## config.mk

```make
export PLATFORM = sky130hd
export DESIGN_NAME = bdm_kernel
export DESIGN_NICKNAME = d
export VERILOG_FILES = /design/src/bdm_pkg.sv /design/src/bdm_kernel.sv
export SDC_FILE = /design/constraint.sdc
export NUM_CORES = 1
export LEC_CHECK = 0
export BUFFER_PORTS_ARGS = -buffer_cell sky130_fd_sc_hd__buf_2
export CORE_MARGIN = 5
export CORE_UTILIZATION = 56
export CTS_BUF_LIST = sky130_fd_sc_hd__clkbuf_8
export DETAILED_ROUTE_END_ITERATION = 8
export PLACE_DENSITY = 0.79
export RECOVER_POWER = 100
export SYNTH_ARGS = -nofsm -noshare
export SYNTH_HDL_FRONTEND = slang
export SYNTH_SLANG_ARGS = --single-unit
```

## constraint.sdc

```tcl
create_clock -name clk -period 6.3 [get_ports clk]
set_clock_uncertainty 0.1 [all_clocks]
set_input_delay 1.26 -clock clk [delete_from_list [all_inputs] [get_ports clk]]
set_output_delay 1.26 -clock clk [all_outputs]
set_load 0.005 [all_outputs]
```

## src/bdm_pkg.sv

```systemverilog
// Package for the Bayer MHC 5x5 demosaic block: geometry constants, item
// structs for the pixel, window tap and RGB channels, phase and register codes.
// No dependencies.
`default_nettype none

package bdm_pkg;

  // Geometry
  localparam int MAX_WIDTH  = 1024;
  localparam int MAX_HEIGHT = 1024;
  localparam int COL_W      = $clog2(MAX_WIDTH);
  localparam int WCNT_W     = $clog2(MAX_WIDTH + 1);
  localparam int ROW_W      = 11;
  localparam int PIX_W      = 8;
  localparam int LINES      = 4;
  localparam int LINE_W     = LINES * PIX_W;

  // Signed width of a kernel sum in units of 1/16
  localparam int KS_W       = 15;

  // Configuration port
  localparam int CFG_W      = 11;
  localparam int CFG_IDX_W  = 2;

  typedef enum logic [CFG_IDX_W-1:0] {
    CFG_IMAGE_WIDTH  = 2'd0,
    CFG_IMAGE_HEIGHT = 2'd1
  } cfg_reg_t;

  // Pixel phase of the window center: {row odd, column odd}
  typedef enum logic [1:0] {
    PH_RED      = 2'b00,
    PH_GREEN_R  = 2'b01,
    PH_GREEN_B  = 2'b10,
    PH_BLUE     = 2'b11
  } phase_t;

  typedef struct packed {
    logic [PIX_W-1:0] pixel_in;
    logic             flush_tick;
  } pix_in_t;

  typedef struct packed {
    logic [PIX_W-1:0] red_out;
    logic [PIX_W-1:0] green_out;
    logic [PIX_W-1:0] blue_out;
    logic             frame_last;
  } pix_out_t;

  // 5x5 window, indexed [row][column], newest column at index 4
  typedef logic [4:0][4:0][PIX_W-1:0] win_t;

  // Masked window taps that the kernels use, vRC = row R, column C
  typedef struct packed {
    phase_t           phase;
    logic             last;
    logic [PIX_W-1:0] v22;
    logic [PIX_W-1:0] v12;
    logic [PIX_W-1:0] v32;
    logic [PIX_W-1:0] v21;
    logic [PIX_W-1:0] v23;
    logic [PIX_W-1:0] v02;
    logic [PIX_W-1:0] v42;
    logic [PIX_W-1:0] v20;
    logic [PIX_W-1:0] v24;
    logic [PIX_W-1:0] v11;
    logic [PIX_W-1:0] v13;
    logic [PIX_W-1:0] v31;
    logic [PIX_W-1:0] v33;
  } tap_t;

endpackage

`default_nettype wire

```

## src/bdm_kernel.sv

```systemverilog
// Kernel pipeline: tap register, grouped tap sums, MHC kernels with
// divide-by-16 and saturation, and the output register. Depends on bdm_pkg.
`default_nettype none

module bdm_kernel (
  input  logic                clk,
  input  logic                rst,
  input  logic                tap_valid,
  output logic                tap_stall,
  input  bdm_pkg::tap_t       tap,
  output logic                rgb_valid,
  input  logic                rgb_stall,
  output bdm_pkg::pix_out_t   rgb
);
  import bdm_pkg::*;

  typedef struct packed {
    phase_t           phase;
    logic             last;
    logic [PIX_W-1:0] cen;
    logic [PIX_W:0]   ver;
    logic [PIX_W:0]   hor;
    logic [PIX_W:0]   far_v;
    logic [PIX_W:0]   far_h;
    logic [PIX_W+1:0] dia;
  } sum_t;

  // Green at a red or blue site
  function automatic logic signed [KS_W-1:0] k_cross(sum_t s);
    logic signed [KS_W-1:0] c, v, h, fv, fh;
    c  = KS_W'(s.cen);
    v  = KS_W'(s.ver);
    h  = KS_W'(s.hor);
    fv = KS_W'(s.far_v);
    fh = KS_W'(s.far_h);
    return (c <<< 3) + ((v + h) <<< 2) - ((fv + fh) <<< 1);
  endfunction

  // Color whose samples sit left and right of a green site
  function automatic logic signed [KS_W-1:0] k_row(sum_t s);
    logic signed [KS_W-1:0] c, h, fv, fh, d;
    c  = KS_W'(s.cen);
    h  = KS_W'(s.hor);
    fv = KS_W'(s.far_v);
    fh = KS_W'(s.far_h);
    d  = KS_W'(s.dia);
    return (c <<< 3) + (c <<< 1) + (h <<< 3) - (fh <<< 1) - (d <<< 1) + fv;
  endfunction

  // Color whose samples sit above and below a green site
  function automatic logic signed [KS_W-1:0] k_col(sum_t s);
    logic signed [KS_W-1:0] c, v, fv, fh, d;
    c  = KS_W'(s.cen);
    v  = KS_W'(s.ver);
    fv = KS_W'(s.far_v);
    fh = KS_W'(s.far_h);
    d  = KS_W'(s.dia);
    return (c <<< 3) + (c <<< 1) + (v <<< 3) - (fv <<< 1) - (d <<< 1) + fh;
  endfunction

  // Red at a blue site, blue at a red site
  function automatic logic signed [KS_W-1:0] k_diag(sum_t s);
    logic signed [KS_W-1:0] c, f, d;
    c = KS_W'(s.cen);
    f = KS_W'(s.far_v) + KS_W'(s.far_h);
    d = KS_W'(s.dia);
    return (c <<< 3) + (c <<< 2) + (d <<< 2) - f - (f <<< 1);
  endfunction

  // Clamp negatives to zero, floor-divide by 16, saturate to 255
  function automatic logic [PIX_W-1:0] finish(logic signed [KS_W-1:0] s);
    logic [KS_W-6:0] q;
    q = s[KS_W-2:4];
    if (s[KS_W-1]) begin
      return '0;
    end else if (q[KS_W-6:PIX_W] != '0) begin
      return '1;
    end else begin
      return q[PIX_W-1:0];
    end
  endfunction

  logic                   s2_valid, s3_valid;
  tap_t                   s2;
  sum_t                   s3, s3_next;
  pix_out_t               rgb_next;
  logic                   go_out, free3, free2;
  logic signed [KS_W-1:0] kc, kr, kl, kd;

  // Stage enables: a stage loads when it is empty or its item moves on
  assign go_out    = !rgb_valid || !rgb_stall;
  assign free3     = !s3_valid || go_out;
  assign free2     = !s2_valid || free3;
  assign tap_stall = !free2;

  // Group the taps that share a coefficient
  always_comb begin
    s3_next.phase = s2.phase;
    s3_next.last  = s2.last;
    s3_next.cen   = s2.v22;
    s3_next.ver   = (PIX_W+1)'(s2.v12) + (PIX_W+1)'(s2.v32);
    s3_next.hor   = (PIX_W+1)'(s2.v21) + (PIX_W+1)'(s2.v23);
    s3_next.far_v = (PIX_W+1)'(s2.v02) + (PIX_W+1)'(s2.v42);
    s3_next.far_h = (PIX_W+1)'(s2.v20) + (PIX_W+1)'(s2.v24);
    s3_next.dia   = (PIX_W+2)'(s2.v11) + (PIX_W+2)'(s2.v13) +
                    (PIX_W+2)'(s2.v31) + (PIX_W+2)'(s2.v33);
  end

  // Kernels and color selection by phase
  always_comb begin
    kc = k_cross(s3);
    kr = k_row(s3);
    kl = k_col(s3);
    kd = k_diag(s3);
    rgb_next.frame_last = s3.last;
    unique case (s3.phase)
      PH_RED: begin
        rgb_next.red_out   = s3.cen;
        rgb_next.green_out = finish(kc);
        rgb_next.blue_out  = finish(kd);
      end
      PH_GREEN_R: begin
        rgb_next.red_out   = finish(kr);
        rgb_next.green_out = s3.cen;
        rgb_next.blue_out  = finish(kl);
      end
      PH_GREEN_B: begin
        rgb_next.red_out   = finish(kl);
        rgb_next.green_out = s3.cen;
        rgb_next.blue_out  = finish(kr);
      end
      PH_BLUE: begin
        rgb_next.red_out   = finish(kd);
        rgb_next.green_out = finish(kc);
        rgb_next.blue_out  = s3.cen;
      end
      default: begin
        rgb_next.red_out   = '0;
        rgb_next.green_out = '0;
        rgb_next.blue_out  = '0;
      end
    endcase
  end

  // Valid bits
  always_ff @(posedge clk) begin
    if (rst) begin
      s2_valid  <= 1'b0;
      s3_valid  <= 1'b0;
      rgb_valid <= 1'b0;
    end else begin
      if (free2) begin
        s2_valid <= tap_valid;
      end
      if (free3) begin
        s3_valid <= s2_valid;
      end
      if (go_out) begin
        rgb_valid <= s3_valid;
      end
    end
  end

  // Payload: advance each stage with its item
  always_ff @(posedge clk) begin
    if (free2 && tap_valid) begin
      s2 <= tap;
    end
    if (free3 && s2_valid) begin
      s3 <= s3_next;
    end
    if (go_out && s3_valid) begin
      rgb <= rgb_next;
    end
  end

endmodule

`default_nettype wire

```

==> flow_summary.ini <==
[outcome]
outcome = finished, violations left
violations = capacitance limit, slew limit

[grt]
grt-ovfl-total = 0
antenna_found_initial = 0
first_global_vias = 9289
track_usage_pct = 22.31
grt_max_degree = 92
grt_pass1_wl_um = 46640

[final_layout]
area.growth.synth_to_final_pct = 12.92
layout-drive-gt1-share_pct = 15.60
diodes = 0
mostFrequentLayoutCells = edfxtp_1, inv_1, ha_1
final_nets = 1638
layout_commonest_cell = edfxtp_1

[placed_design]
gp_congestion = 0.9381
dpl.hpwl_um = 23460
io_buffers = 137

[detailed_routing]
vias = 9022
viasPerCell = 5.545
route.final.wire_length_um = 29210
routedWlPerCell_um = 17.95
route.detailed.drc = 0
drt_iter0_markers = 612
dr.pass1.iters = 5
drtAntennaViolNets = 0

[clock_tree]
cts_tree = yes
clkLatencyLatePin_ns = 0.50
cts_root_buffer = clkbuf_8
cts_max_path_buffers = 2
cts_buffers = 17
htreeDepth = 4
path_clk_slew_ns = 0.14
holdBufCountCts = 0
cts.sinks = 192

[setup_path]
path_max_fanout = 4
rrSetupSlack_ns = 0.26
critical_path_arrival_ns = 6.18
cp.required_ns = 6.43
worstSetupPathType = reg2reg
end_kind = register
r2r_end = rgb[24]
cp-startpoint = s3[12]
reg2reg_from = s3[12]
cp-start-kind = register
reg2reg_depth = 23

[sta]
fin_crit_sh_pct = 95.88
setup_viol = 0
timing.fmax_ghz = 0.1656
finalSetupTns_ns = 0
hold_violations = 0
rsz0062_at_grt = no
maxSlewHeadroom_pct = -106.2
drv_slew = 168
period_minus_slack_ns = 6.040
tightestPinTransition_ns = 3.093

[synthesis]
syn_area_per_cell_um2 = 11.99
netlist_instances = 1120
synth_edf_count = 189
synth.yosys.seq_area_share_pct = 42.70
yosys_most_used_dff = edfxtp_1
synth.ff_latch_count = 192
ys_types = 71
ys_warn_count = 0
synth_top_area_cell = edfxtp_1
synth.net_count = 1463
yosys.area.top_type_share_pct = 42.25
synth_area_um2 = 13430
synthTopCellsByArea = edfxtp_1, ha_1, fa_1
async_flop_share_pct = 0

[floorplan]
die_area_um2 = 27190
fp.dieW_um = 164.9
ios = 138
initial_core_util_pct = 57.06
die_h_um = 164.9
coreArea_um2 = 23540
rows = 56

[hold_path]
hold_path_class = reg2reg
min-delay-start = s2[105]
min_delay_path_depth = 0
hold_end = s3[55]

[job]
cap_viol_max_count = 3
stage by stage:
stage	hold slack, ns	util (%)	cells	worst slack [ns]	instance area [um^2]
floorplan	0.3003	-	1120	0.5521	13440
global placement	0.3029	62.45	1592	0.2067	14700
detailed placement	0.3054	62.45	1592	0.1405	14700
CTS	0.3220	64.20	1624	0.1078	15110
global route	0.3332	64.43	1627	0.008360	15170
finish	0.3137	64.43	1627	0.2598	15170
what timing repair did:
item                       4_1_cts  5_1_grt
resized for setup                0       19
setup endpoints to repair        0       16
setup buffers                    0        2
state kept, by name (all words and copies together), names as in the netlist:
name / flops
s2_valid: 1
rgb: 25
s3_valid: 1
s3: 56
s2: 107
rgb_next: 1
rgb_valid: 1
layout make-up:
class	count	area, um^2
Clock buffer	17	234.0
Clock inverter	15	178.9
Fill cell	1827	8374
Inverter	157	589.3
Multi-Input combinational cell	762	7177
Sequential cell	192	5736
Tap cell	319	399.1
Timing Repair Buffer	165	854.6
layer usage:
| layer | wire length [um] | vias up | global-route usage (%) | share of wire [%] |
|---|---|---|---|---|
| met4 | 838 | 0 | 7.032 | 2.9 |
| met3 | 2220 | 68 | 5.690 | 7.6 |
| met5 | 0 | - | 0 | 0 |
| met2 | 14090 | 294 | 37.29 | 48 |
| met1 | 12060 | 4326 | 28.68 | 41 |
| li1 | - | 4334 | - | - |
worst max-delay path by stage:
stage,endpoint,cells after the start
global placement,rgb[22],24
detailed placement,rgb[22],24
global route,rgb[24],25
floorplan,rgb[7],19
finish,rgb[24],23
CTS,rgb[22],24
logic make-up (layout without fill, tap and decap cells):
family          count (synthesis)  count (layout)  synth area share, %
buf+inv                       167             354                4.704
compound gates                263             264                13.11
mux                             7               7               0.8103
simple gates                  161             161                5.980
fa+ha+maj                     233             233                26.38
flops                         192             192                42.70
xor+xnor                       97              97                6.324
cells in the mapped netlist (7+ instances only):
cell        n
o211ai_1   13
o21a_1      8
a21oi_1    75
a211oi_1    7
or3_1       7
nor2b_1    14
inv_1     156
nor3_1     18
edfxtp_1  189
fa_1       84
xnor2_1    60
clkbuf_1    7
nand3_1     8
xor2_1     37
a31oi_1    11
a21o_1     39
o21ai_0    45
nand2_1    39
o21bai_1   20
nor2_1     42
ha_1      148
nand2b_1   10
critical path: stages (launching register included):
cell,delay (ns)
edfxtp_1,0.47
ha_1,0.38
nor2b_1,0.15
o21ai_0,0.18
nand2b_1,0.12
a21o_1,0.19
a21o_1,0.22
a21o_1,0.19
a21o_1,0.21
xor2_2,0.16
fa_1,0.45
fa_1,0.49
inv_1,0.04
ha_1,0.34
o21a_1,0.14
nor2_1,0.05
a31o_2,0.25
xnor2_1,0.13
ha_1,0.32
buf_4,0.16
a21oi_1,0.13
a21boi_0,0.10
o41a_1,0.35
mux4_2,0.49
Power is left out: the tool's default activity adds up to more than one toggle a clock period on the data nets, which glitch-free logic cannot reach.
